--- config.mk ---
export PLATFORM = sky130hd
export DESIGN_NAME = gradient_stroke_run_estimator
export DESIGN_NICKNAME = d
export VERILOG_FILES = /design/src/hw/rtl/gsre_pkg.sv /design/src/hw/rtl/gradient_stroke_run_estimator.sv /design/src/hw/rtl/gsre_div.sv /design/src/hw/rtl/gsre_ctrl.sv /design/src/hw/rtl/gsre_datapath.sv
export SDC_FILE = /design/constraint.sdc
export NUM_CORES = 1
export LEC_CHECK = 0
export BUFFER_PORTS_ARGS = -buffer_cell sky130_fd_sc_hd__buf_2
export CORE_UTILIZATION = 45
export CTS_BUF_LIST = sky130_fd_sc_hd__clkbuf_8
export CTS_CLUSTER_DIAMETER = 40
export CTS_CLUSTER_SIZE = 30
export DETAILED_ROUTE_END_ITERATION = 10
export GPL_ROUTABILITY_DRIVEN = 0
export GPL_TIMING_DRIVEN = 0
export SYNTH_ARGS = -nofsm -noshare
export SYNTH_HDL_FRONTEND = slang
export SYNTH_HIERARCHICAL = 1
export SYNTH_SLANG_ARGS = --single-unit
--- constraint.sdc ---
create_clock -name clk -period 7.5 [get_ports clk]
set_input_delay 0 -clock clk [delete_from_list [all_inputs] [get_ports clk]]
set_output_delay 0 -clock clk [all_outputs]
set_load 0.03 [all_outputs]
--- src/hw/rtl/gsre_pkg.sv ---
// ----------------------------------------------------------------------------
// gsre_pkg
// Shared widths, limits, codes and control structs of the stroke run estimator.
// ----------------------------------------------------------------------------
package gsre_pkg;

  localparam int     LINE_MAX   = 4096;
  localparam longint PIXELS_MAX = 64'd16777216;

  localparam int MAG_W    = 16;
  localparam int DIR_W    = 8;
  localparam int IN_W     = MAG_W + DIR_W;
  localparam int RUN_W    = $clog2(2 * LINE_MAX);
  localparam int SUM_W    = $clog2(2 * PIXELS_MAX);
  localparam int CNT_W    = $clog2(PIXELS_MAX);
  localparam int FRAC_W   = 8;
  localparam int DVD_W    = SUM_W + FRAC_W;
  localparam int STEP_W   = $clog2(DVD_W);
  localparam int EST_W    = 22;
  localparam int OUT_W    = EST_W + 2 * SUM_W + 2 * CNT_W;
  localparam int CFG_IDX_W  = 2;
  localparam int CFG_DATA_W = 16;

  localparam logic [RUN_W-1:0] RUN_CAP = RUN_W'(2 * LINE_MAX - 1);
  localparam logic [SUM_W-1:0] SUM_CAP = SUM_W'(2 * PIXELS_MAX - 1);
  localparam logic [CNT_W-1:0] CNT_CAP = CNT_W'(PIXELS_MAX - 1);
  localparam logic [EST_W-1:0] EST_CAP = {EST_W{1'b1}};

  localparam logic [DIR_W-1:0] HALF_TURN = DIR_W'(128);

  // register indexes
  localparam logic [CFG_IDX_W-1:0] REG_THRESHOLD = 2'd0;
  localparam logic [CFG_IDX_W-1:0] REG_ANGLE_A   = 2'd1;
  localparam logic [CFG_IDX_W-1:0] REG_ANGLE_B   = 2'd2;
  localparam logic [CFG_IDX_W-1:0] REG_TOLERANCE = 2'd3;

  localparam logic [MAG_W-1:0] THRESHOLD_RST = '0;
  localparam logic [DIR_W-1:0] ANGLE_A_RST   = DIR_W'(0);
  localparam logic [DIR_W-1:0] ANGLE_B_RST   = DIR_W'(128);
  localparam logic [DIR_W-1:0] TOLERANCE_RST = DIR_W'(16);

  typedef struct packed {
    logic accept;
    logic div_start;
    logic div_sel;
    logic keep_qa;
    logic keep_qb;
    logic load_out;
  } gsre_cmd_t;

  typedef struct packed {
    logic div_done;
    logic out_free;
  } gsre_sts_t;

endpackage

--- src/hw/rtl/gradient_stroke_run_estimator.sv ---
// ----------------------------------------------------------------------------
// gradient_stroke_run_estimator
// Measures stroke runs between opposite gradient edges along scan lines.
// ----------------------------------------------------------------------------
// Pixels are taken one per cycle. The last pixel of an image (tlast) closes
// the image: the block then stops taking pixels while a single restoring
// divider, one quotient bit per cycle over 33 bits, works out the mean A run
// and then the mean B run; the result beat is loaded after that, later if
// the previous result beat has not yet been taken. Register writes belong in
// idle time between images.
module gradient_stroke_run_estimator import gsre_pkg::*; (
  input  logic                  clk,
  input  logic                  rst,
  input  logic                  s_tvalid,
  output logic                  s_tready,
  input  logic [IN_W-1:0]       s_tdata,   // magnitude, direction
  input  logic                  s_tuser,   // line_first
  input  logic                  s_tlast,   // image_last
  output logic                  m_tvalid,
  input  logic                  m_tready,
  // run_estimate, a_run_sum, a_run_count, b_run_sum, b_run_count
  output logic [OUT_W-1:0]      m_tdata,
  input  logic                  wr_en,
  input  logic [CFG_IDX_W-1:0]  wr_index,
  input  logic [CFG_DATA_W-1:0] wr_data
);

  gsre_cmd_t cmd;
  gsre_sts_t sts;

  gsre_ctrl u_ctrl (
    .clk      (clk),
    .rst      (rst),
    .s_tvalid (s_tvalid),
    .s_tlast  (s_tlast),
    .s_tready (s_tready),
    .sts      (sts),
    .cmd      (cmd)
  );

  gsre_datapath u_datapath (
    .clk      (clk),
    .rst      (rst),
    .cmd      (cmd),
    .sts      (sts),
    .s_tdata  (s_tdata),
    .s_tuser  (s_tuser),
    .s_tlast  (s_tlast),
    .wr_en    (wr_en),
    .wr_index (wr_index),
    .wr_data  (wr_data),
    .m_tvalid (m_tvalid),
    .m_tready (m_tready),
    .m_tdata  (m_tdata)
  );

endmodule

--- src/hw/rtl/gsre_div.sv ---
// ----------------------------------------------------------------------------
// gsre_div
// Restoring divider, one quotient bit per cycle, shared by both mean terms.
// ----------------------------------------------------------------------------
module gsre_div import gsre_pkg::*; (
  input  logic             clk,
  input  logic             rst,
  input  logic             start,
  input  logic [DVD_W-1:0] dividend,
  input  logic [CNT_W-1:0] divisor,
  output logic [DVD_W-1:0] quotient,
  output logic             done
);

  localparam logic [STEP_W-1:0] LAST_STEP = STEP_W'(DVD_W - 1);

  logic              busy;
  logic [STEP_W-1:0] count;
  logic [CNT_W-1:0]  rem;
  logic [CNT_W-1:0]  dvs;
  logic [CNT_W:0]    trial;
  logic              fits;

  assign trial = {rem, quotient[DVD_W-1]};
  assign fits  = trial >= {1'b0, dvs};

  always_ff @(posedge clk) begin
    if (rst) begin
      busy  <= 1'b0;
      done  <= 1'b0;
      count <= '0;
    end else begin
      done <= 1'b0;
      if (start) begin
        busy  <= 1'b1;
        count <= '0;
      end else if (busy) begin
        count <= count + 1'b1;
        if (count == LAST_STEP) begin
          busy <= 1'b0;
          done <= 1'b1;
        end
      end
    end
  end

  always_ff @(posedge clk) begin
    if (start) begin
      rem      <= '0;
      dvs      <= divisor;
      quotient <= dividend;
    end else if (busy) begin
      // remainder stays below the divisor, so its top bit drops out
      rem      <= fits ? CNT_W'(trial - {1'b0, dvs}) : trial[CNT_W-1:0];
      quotient <= {quotient[DVD_W-2:0], fits};
    end
  end

`ifndef NO_ASSERTIONS
  a_div_finish: assert property (@(posedge clk) disable iff (rst)
    busy && !start && count == LAST_STEP |=> done && !busy)
    else $error("divider did not finish after its last step");
`endif

endmodule

--- src/hw/rtl/gsre_ctrl.sv ---
// ----------------------------------------------------------------------------
// gsre_ctrl
// Sequencer: pixel intake, the two divisions and the hand-off to the output.
// ----------------------------------------------------------------------------
module gsre_ctrl import gsre_pkg::*; (
  input  logic      clk,
  input  logic      rst,
  input  logic      s_tvalid,
  input  logic      s_tlast,
  output logic      s_tready,
  input  gsre_sts_t sts,
  output gsre_cmd_t cmd
);

  typedef enum logic [5:0] {
    ST_IDLE    = 6'b000001,
    ST_START_A = 6'b000010,
    ST_DIV_A   = 6'b000100,
    ST_START_B = 6'b001000,
    ST_DIV_B   = 6'b010000,
    ST_LOAD    = 6'b100000
  } ctrl_state_t;

  ctrl_state_t state, state_next;

  assign s_tready = (state == ST_IDLE);

  always_comb begin
    state_next = state;
    case (state)
      ST_IDLE:    if (s_tvalid && s_tlast) state_next = ST_START_A;
      ST_START_A: state_next = ST_DIV_A;
      ST_DIV_A:   if (sts.div_done) state_next = ST_START_B;
      ST_START_B: state_next = ST_DIV_B;
      ST_DIV_B:   if (sts.div_done) state_next = ST_LOAD;
      ST_LOAD:    if (sts.out_free) state_next = ST_IDLE;
      default:    state_next = ST_IDLE;
    endcase
  end

  always_comb begin
    cmd.accept    = s_tvalid && (state == ST_IDLE);
    cmd.div_start = (state == ST_START_A) || (state == ST_START_B);
    cmd.div_sel   = (state == ST_START_B);
    cmd.keep_qa   = (state == ST_DIV_A) && sts.div_done;
    cmd.keep_qb   = (state == ST_DIV_B) && sts.div_done;
    cmd.load_out  = (state == ST_LOAD) && sts.out_free;
  end

  always_ff @(posedge clk) begin
    if (rst) begin
      state <= ST_IDLE;
    end else begin
      state <= state_next;
    end
  end

`ifndef NO_ASSERTIONS
  a_done_in_div: assert property (@(posedge clk) disable iff (rst)
    sts.div_done |-> (state == ST_DIV_A || state == ST_DIV_B))
    else $error("divider finished outside a division state");
`endif

endmodule

--- src/hw/rtl/gsre_datapath.sv ---
// ----------------------------------------------------------------------------
// gsre_datapath
// Pixel classifier, run tracker, saturating totals, mean terms and result beat.
// ----------------------------------------------------------------------------
module gsre_datapath import gsre_pkg::*; (
  input  logic                  clk,
  input  logic                  rst,
  input  gsre_cmd_t             cmd,
  output gsre_sts_t             sts,
  input  logic [IN_W-1:0]       s_tdata,
  input  logic                  s_tuser,
  input  logic                  s_tlast,
  input  logic                  wr_en,
  input  logic [CFG_IDX_W-1:0]  wr_index,
  input  logic [CFG_DATA_W-1:0] wr_data,
  output logic                  m_tvalid,
  input  logic                  m_tready,
  output logic [OUT_W-1:0]      m_tdata
);

  typedef enum logic [1:0] {
    CL_WEAK = 2'd0,
    CL_A    = 2'd1,
    CL_B    = 2'd2
  } pixel_class_t;

  typedef enum logic [4:0] {
    SC_WAIT   = 5'b00001,
    SC_WAIT_A = 5'b00010,
    SC_WAIT_B = 5'b00100,
    SC_RUN_A  = 5'b01000,
    SC_RUN_B  = 5'b10000
  } scan_state_t;

  function automatic logic [DIR_W-1:0] circ_dist(input logic [DIR_W-1:0] x,
                                                 input logic [DIR_W-1:0] y);
    logic [DIR_W-1:0] diff;
    diff = x - y;
    return (diff > HALF_TURN) ? DIR_W'(~diff + 1'b1) : diff;
  endfunction

  logic [MAG_W-1:0] threshold;
  logic [DIR_W-1:0] angle_a, angle_b, tolerance;

  logic [MAG_W-1:0] mag;
  logic [DIR_W-1:0] dir;
  pixel_class_t     cls;

  scan_state_t      scan_state, scan_next;
  logic [RUN_W-1:0] run_length, run_next, run_inc;
  logic             rec_a, rec_b;
  logic [SUM_W-1:0] a_total, b_total, a_total_next, b_total_next;
  logic [CNT_W-1:0] a_runs, b_runs, a_runs_next, b_runs_next;
  logic [SUM_W:0]   a_add, b_add;

  logic [SUM_W-1:0] res_a_sum, res_b_sum;
  logic [CNT_W-1:0] res_a_cnt, res_b_cnt;
  logic [DVD_W-1:0] qa, qb, quotient;
  logic             div_done;
  logic [DVD_W-1:0] mean_a, mean_b;
  logic [DVD_W:0]   est_sum;
  logic [EST_W-1:0] estimate;

  assign mag = s_tdata[MAG_W-1:0];
  assign dir = s_tdata[MAG_W +: DIR_W];

  always_comb begin
    if (mag < threshold) begin
      cls = CL_WEAK;
    end else if (circ_dist(dir, angle_a) < tolerance) begin
      cls = CL_A;
    end else if (circ_dist(dir, angle_b) < tolerance) begin
      cls = CL_B;
    end else begin
      cls = CL_WEAK;
    end
  end

  assign run_inc = (run_length < RUN_CAP) ? run_length + 1'b1 : RUN_CAP;

  always_comb begin
    scan_next = scan_state;
    run_next  = run_length;
    rec_a     = 1'b0;
    rec_b     = 1'b0;
    if (s_tuser) begin
      // line start only picks the start state and clears the run length
      run_next = '0;
      case (cls)
        CL_A:    scan_next = SC_WAIT_A;
        CL_B:    scan_next = SC_WAIT_B;
        default: scan_next = SC_WAIT;
      endcase
    end else begin
      case (scan_state)
        SC_WAIT_A: begin
          if (cls == CL_WEAK) begin
            scan_next = SC_WAIT;
            run_next  = '0;
          end else if (cls == CL_B) begin
            scan_next = SC_RUN_B;
          end
        end
        SC_WAIT_B: begin
          if (cls == CL_WEAK) begin
            scan_next = SC_WAIT;
            run_next  = '0;
          end else if (cls == CL_A) begin
            scan_next = SC_RUN_A;
          end
        end
        SC_RUN_A: begin
          if (cls == CL_A) begin
            run_next = run_inc;
          end else begin
            rec_a     = 1'b1;
            scan_next = (cls == CL_WEAK) ? SC_WAIT : SC_RUN_B;
            run_next  = (cls == CL_WEAK) ? '0 : RUN_W'(1);
          end
        end
        SC_RUN_B: begin
          if (cls == CL_B) begin
            run_next = run_inc;
          end else begin
            rec_b     = 1'b1;
            scan_next = (cls == CL_WEAK) ? SC_WAIT : SC_RUN_A;
            run_next  = (cls == CL_WEAK) ? '0 : RUN_W'(1);
          end
        end
        default: begin
          if (cls == CL_A) begin
            scan_next = SC_RUN_A;
            run_next  = run_inc;
          end else if (cls == CL_B) begin
            scan_next = SC_RUN_B;
            run_next  = run_inc;
          end
        end
      endcase
    end
  end

  assign a_add = {1'b0, a_total} + (SUM_W+1)'(run_length);
  assign b_add = {1'b0, b_total} + (SUM_W+1)'(run_length);

  always_comb begin
    a_total_next = a_total;
    b_total_next = b_total;
    a_runs_next  = a_runs;
    b_runs_next  = b_runs;
    if (rec_a) begin
      a_total_next = (a_add > {1'b0, SUM_CAP}) ? SUM_CAP : a_add[SUM_W-1:0];
      if (a_runs < CNT_CAP) a_runs_next = a_runs + 1'b1;
    end
    if (rec_b) begin
      b_total_next = (b_add > {1'b0, SUM_CAP}) ? SUM_CAP : b_add[SUM_W-1:0];
      if (b_runs < CNT_CAP) b_runs_next = b_runs + 1'b1;
    end
  end

  always_ff @(posedge clk) begin
    if (rst) begin
      threshold  <= THRESHOLD_RST;
      angle_a    <= ANGLE_A_RST;
      angle_b    <= ANGLE_B_RST;
      tolerance  <= TOLERANCE_RST;
      scan_state <= SC_WAIT;
      run_length <= '0;
      a_total    <= '0;
      b_total    <= '0;
      a_runs     <= '0;
      b_runs     <= '0;
    end else begin
      if (wr_en) begin
        case (wr_index)
          REG_THRESHOLD: threshold <= wr_data[MAG_W-1:0];
          REG_ANGLE_A:   angle_a   <= wr_data[DIR_W-1:0];
          REG_ANGLE_B:   angle_b   <= wr_data[DIR_W-1:0];
          REG_TOLERANCE: tolerance <= wr_data[DIR_W-1:0];
          default: ;
        endcase
      end
      if (cmd.accept) begin
        if (s_tlast) begin
          // image end: open run dropped, next image starts clean
          scan_state <= SC_WAIT;
          run_length <= '0;
          a_total    <= '0;
          b_total    <= '0;
          a_runs     <= '0;
          b_runs     <= '0;
        end else begin
          scan_state <= scan_next;
          run_length <= run_next;
          a_total    <= a_total_next;
          b_total    <= b_total_next;
          a_runs     <= a_runs_next;
          b_runs     <= b_runs_next;
        end
      end
    end
  end

  // totals of the finished image, held while the divisions run
  always_ff @(posedge clk) begin
    if (cmd.accept && s_tlast) begin
      res_a_sum <= a_total_next;
      res_b_sum <= b_total_next;
      res_a_cnt <= a_runs_next;
      res_b_cnt <= b_runs_next;
    end
    if (cmd.keep_qa) qa <= quotient;
    if (cmd.keep_qb) qb <= quotient;
  end

  gsre_div u_div (
    .clk      (clk),
    .rst      (rst),
    .start    (cmd.div_start),
    .dividend (cmd.div_sel ? {res_b_sum, FRAC_W'(0)} : {res_a_sum, FRAC_W'(0)}),
    .divisor  (cmd.div_sel ? res_b_cnt : res_a_cnt),
    .quotient (quotient),
    .done     (div_done)
  );

  // an empty class contributes nothing
  assign mean_a   = (res_a_cnt == '0) ? '0 : qa;
  assign mean_b   = (res_b_cnt == '0) ? '0 : qb;
  assign est_sum  = {1'b0, mean_a} + {1'b0, mean_b};
  assign estimate = (est_sum > (DVD_W+1)'(EST_CAP)) ? EST_CAP : est_sum[EST_W-1:0];

  always_ff @(posedge clk) begin
    if (rst) begin
      m_tvalid <= 1'b0;
    end else if (cmd.load_out) begin
      m_tvalid <= 1'b1;
    end else if (m_tready) begin
      m_tvalid <= 1'b0;
    end
  end

  always_ff @(posedge clk) begin
    if (cmd.load_out) begin
      m_tdata <= {res_b_cnt, res_b_sum, res_a_cnt, res_a_sum, estimate};
    end
  end

  assign sts.div_done = div_done;
  assign sts.out_free = !m_tvalid || m_tready;

`ifndef NO_ASSERTIONS
  a_wait_no_run: assert property (@(posedge clk) disable iff (rst)
    scan_state == SC_WAIT |-> run_length == '0)
    else $error("run length held while waiting for an edge");

  a_image_clear: assert property (@(posedge clk) disable iff (rst)
    cmd.accept && s_tlast |=> a_total == '0 && b_total == '0 &&
                              a_runs == '0 && b_runs == '0 && scan_state == SC_WAIT)
    else $error("totals not cleared after the last pixel");
`endif

endmodule

==> impl_table.tex <==
\begin{tabular}{lr}
\hline
Metric & Value \\
\hline
\multicolumn{2}{l}{\textbf{Status}} \\
Run status & finished clean \\
\multicolumn{2}{l}{\textbf{Final layout}} \\
Layout overhead on the synthesized area & 15.3\% \\
Number of fill cells in the layout & approximately 5,600 \\
Layout cells sized above 1 & between 10\% and 20\% \\
\# nets final & around 3,200 \\
Multi-input gate area & 0.0136 mm\^{}2 \\
Cell area after layout & approximately 0.033 mm\^{}2 \\
Utilization after layout & 52.5\% \\
Sequential cell area & between 0.01 and 0.015 mm\^{}2 \\
\multicolumn{2}{l}{\textbf{GRT}} \\
Wire length of the first global-routing pass & roughly 120 mm \\
Via count of the first global-routing pass & about 21,000 \\
Overall routing resource usage & between 20\% and 30\% \\
Grt total ovfl & 0 \\
Number of antenna violations at the first check in global routing & 2 \\
Largest net degree at the start of global routing & 60 \\
\multicolumn{2}{l}{\textbf{Timing}} \\
Final worst clock skew & 0.0418 ns \\
Period utilisation layout & approximately four fifths \\
Min setup slack post-route & about 1.5 ns \\
Worst rel slew slack & 15.0\% \\
Transition time at the pin with the least slew margin & 1.27 ns \\
Final max-slew violation count & 0 \\
Sum of negative setup slack & 0 ns \\
Hold Violations, Final & 0 \\
Unrepaired setup endpoints after global routing & false \\
Fmax & 167 MHz \\
Time the final worst path needs with I/O delays and setup & around 6 ns \\
Final-report setup violation count & 0 \\
\multicolumn{2}{l}{\textbf{Drt}} \\
Detailed-route vias per instance & between 5 and 6 \\
Post-DR wirelength/cell & 19.3 um \\
WL final & 76.4 mm \\
Antenna-violating nets left & 0 \\
Number of search-and-repair iterations in the first detailed-routing pass & 5 \\
Number of DRC markers in iteration 0 & approximately 1,600 \\
Remaining routing DRC violations & 0 \\
Vias & $\sim$22,000 \\
\multicolumn{2}{l}{\textbf{Synthesis}} \\
Cell area after technology mapping & between 0.02 and 0.03 mm\^{}2 \\
Share of flip-flops with an asynchronous set or reset & 0\% \\
Mapped Avg Cell Area & approximately 10 um\^{}2 \\
Syn Inst Count & around 2,700 \\
Number of synthesized register bits & between 500 and 600 \\
Dominant register cell in the synthesized netlist & edfxtp\_1 \\
Yosys synthesis warning count & 6 \\
Number of distinct library cell variants in the gate-level netlist after synthesis & around 120 \\
Number of flops mapped to enable cells by yosys & between 300 and 400 \\
Sequential cell area fraction in the yosys report & a little under 50\% \\
\multicolumn{2}{l}{\textbf{Critical path}} \\
Combined buffer and inverter count along the critical path & 3 \\
Worst path arrival time & between 6 and 7 ns \\
Cell at the slowest stage of the critical path & o21ai\_1 \\
Cell Chain, Critical Path & inv\_1 -> ha\_1 -> nor2b\_1 -> o21ai\_0 -> a21boi\_0 -> o21ai\_0 -> nand2b\_1 -> xor2\_1 -> nor3\_1 -> nor4b\_1 -> ha\_1 -> a21oi\_1 -> o21ai\_0 -> a21oi\_1 -> nand2b\_1 -> o21ai\_1 -> clkbuf\_1 -> buf\_2 -> nor2\_1 -> a22o\_1 \\
CP endpoint kind & register \\
Peak fanout along the critical path & 10 \\
Slowest cell delay on critical path & just under 0.9 ns \\
Data required time at the worst endpoint & 8.07 ns \\
Critical path startpoint category & register \\
Dominant cell type by count on the critical path & o21ai\_0 \\
Type of the worst setup path & reg -> reg \\
Category of cells accounting for the largest share of critical-path delay & compound AO/OA/AOI/OAI gates \\
\multicolumn{2}{l}{\textbf{Placement}} \\
Final HPWL DP & around 57 mm \\
Placement Setup Slack & between 1.5 and 2 ns \\
IO buf count & approximately 170 \\
Total placed instance area & $\sim$0.031 mm\^{}2 \\
\multicolumn{2}{l}{\textbf{Floorplan}} \\
Starting density of the core & a little under half \\
Site Rows & 92 \\
Total die area & 0.0647 mm\^{}2 \\
Die height & roughly 250 um \\
Die boundary width & between 200 and 300 um \\
Placeable core region & approximately 0.063 mm\^{}2 \\
Top-level port count & $\sim$170 \\
\multicolumn{2}{l}{\textbf{Power and ir drop}} \\
Pwr Density & roughly 240 mW/mm\^{}2 \\
Pleak & roughly 13 nW \\
Overall power after layout & roughly 8.0 mW \\
Worst voltage drop across the vdd grid & between 0.1 and 0.15 mV \\
\multicolumn{2}{l}{\textbf{Clock network}} \\
Clk sinks & roughly 540 \\
H-tree levels & 3 \\
Count of instances resized after the clock tree is built & 0 \\
Number of CTS-inserted buffers & 85 \\
CTS tree & done \\
Clock transition at the registers of the reported paths & about 0.07 ns \\
Max Buffers Root-to-Sink & 3 \\
Cell at the root of the clock tree & clkbuf\_8 \\
Clock latency at the later pin of the worst-skew pair & 0.70 ns \\
\multicolumn{2}{l}{\textbf{Flow run}} \\
Max-cap violations & 0 \\
\multicolumn{2}{l}{\textbf{Worst hold path}} \\
Path category of the worst min-delay check & in -> reg \\
\hline
\end{tabular}
metrics by stage:
stage	hold slack (ns)	cells
floorplan	0.0691	2742
global placement	0.243	3757
detailed placement	0.252	3761
CTS	0.0752	3953
global route	0.123	3955
finish	0.136	3955
Yosys cell counts, types with 20 or more instances:
cell | instances | area share (%)
o21ai_0 | 149 | 2.6
mux2i_1 | 36 | 1.3
dfxtp_1 | 195 | 14
nand3_2 | 20 | 0.70
clkbuf_1 | 88 | 1.2
xor2_1 | 62 | 1.9
and3_1 | 40 | 0.87
a31oi_1 | 34 | 0.74
a211oi_1 | 36 | 0.94
mux2_2 | 95 | 3.7
nor3_1 | 39 | 0.68
a22o_1 | 23 | 0.70
o21a_1 | 22 | 0.58
nor2_1 | 200 | 2.6
nand2_1 | 239 | 3.1
nand4_1 | 38 | 0.83
xnor2_1 | 78 | 2.4
a21o_1 | 53 | 1.4
nand3_1 | 61 | 1.1
nor4_1 | 29 | 0.63
a21oi_1 | 178 | 3.1
inv_1 | 115 | 1.5
nor2b_1 | 79 | 1.7
edfxtp_1 | 341 | 36
ha_1 | 135 | 5.9
o31ai_1 | 31 | 0.81
cell usage in the layout (no fill, tap or decap), types with 14 or more instances in the layout:
cell type        n
nor2b_1         79
buf_1           15
nor4_1          29
clkbuf_8        91
edfxtp_1       341
o31ai_1         31
a22o_1          23
xor2_1          62
and3_1          39
nand2_1        238
ha_1           135
mux2_2          95
a21o_1          53
dlygate4sd3_1   36
mux2i_1         36
and2_1          16
o21bai_1        14
nor3_1          39
nand3_2         20
inv_1          120
a31oi_1         34
o21ai_0        149
or3_1           15
buf_2          179
xnor2_1         78
nand2b_1        14
clkbuf_1        88
a211oi_1        36
dfxtp_1        195
nand3_1         61
nand4_1         38
nor2_1         199
o21a_1          22
a21oi_1        178
worst paths after layout:
kind                                  from                  endpoint  slack, ns  cells after the start
setup / recovery     u_datapath/angle_b[1]    u_datapath/b_total[11]       1.51                     20
hold / removal                 wr_data[13]  u_datapath/threshold[13]       0.14                      4
setup reg to reg     u_datapath/angle_b[1]    u_datapath/b_total[11]       1.51                     20
hold reg to reg   u_datapath/res_a_sum[20]    u_datapath/m_tdata[42]       0.42                      0
sequential cells by signal, summed over array words and instances, names as in the netlist, 25 cells and up:
name / cells
u_datapath/qb: 33
u_datapath/a_total: 25
u_datapath/u_div/quotient: 33
u_datapath/res_a_sum: 25
u_datapath/qa: 33
u_datapath/res_b_sum: 25
u_datapath/m_tdata: 120
u_datapath/b_total: 25
final cells by class:
type                            instances  area share (%)
Multi-Input combinational cell       1966            41.1
Timing Repair Buffer                  209            3.92
Sequential cell                       536            42.8
Antenna cell                            2          0.0152
Clock inverter                         65            2.24
Clock buffer                           91            3.79
Buffer                                124            1.64
Tap cell                              846            3.20
Inverter                              116            1.32
report_power, final:
| part | internal, mW | switching, mW |
|---|---|---|
| combinational | 0.620 | 0.998 |
| clock | 1.55 | 1.35 |
| sequential | 3.35 | 0.152 |
timing repair:
| action | 4_1_cts | 5_1_grt |
|---|---|---|
| setup buffers | 0 | 0 |
| hold buffers | 36 | 0 |
| hold endpoints to repair | 55 | 0 |
cell families (layout without fill, tap and decap cells):
family / count (synthesis) / count (layout) / share of synthesized area [%]
and+or+nand+nor: 861 / 861 / 15.4
AOI/OAI and AO/OA: 683 / 683 / 16.1
xor gates and xnor gates: 140 / 140 / 4.28
adders and majority gates: 141 / 141 / 6.32
buffers and inverters: 240 / 605 / 3.42
DFF: 536 / 536 / 49.4
muxes: 133 / 133 / 5.07
other: 1 / 10 / 0.0131
per-layer routing:
| layer | vias to the layer above | GRT usage (%) | part of all wire [%] |
|---|---|---|---|
| met2 | 733 | 38.5 | 47 |
| met1 | 10569 | 31.2 | 45 |
| met3 | 144 | 3.30 | 5.3 |
| met5 | - | 0 | 0.017 |
| met4 | 2 | 9.23 | 3.1 |
| li1 | 10711 | - | - |
tightest hold or removal path, delay by kind of cell:
kind | cells | cell delay [ns]
compound gates | 1 | 0.05
buf+inv | 2 | 0.65
simple gates | 1 | 0.05
Power figures use the tool's default switching activity.
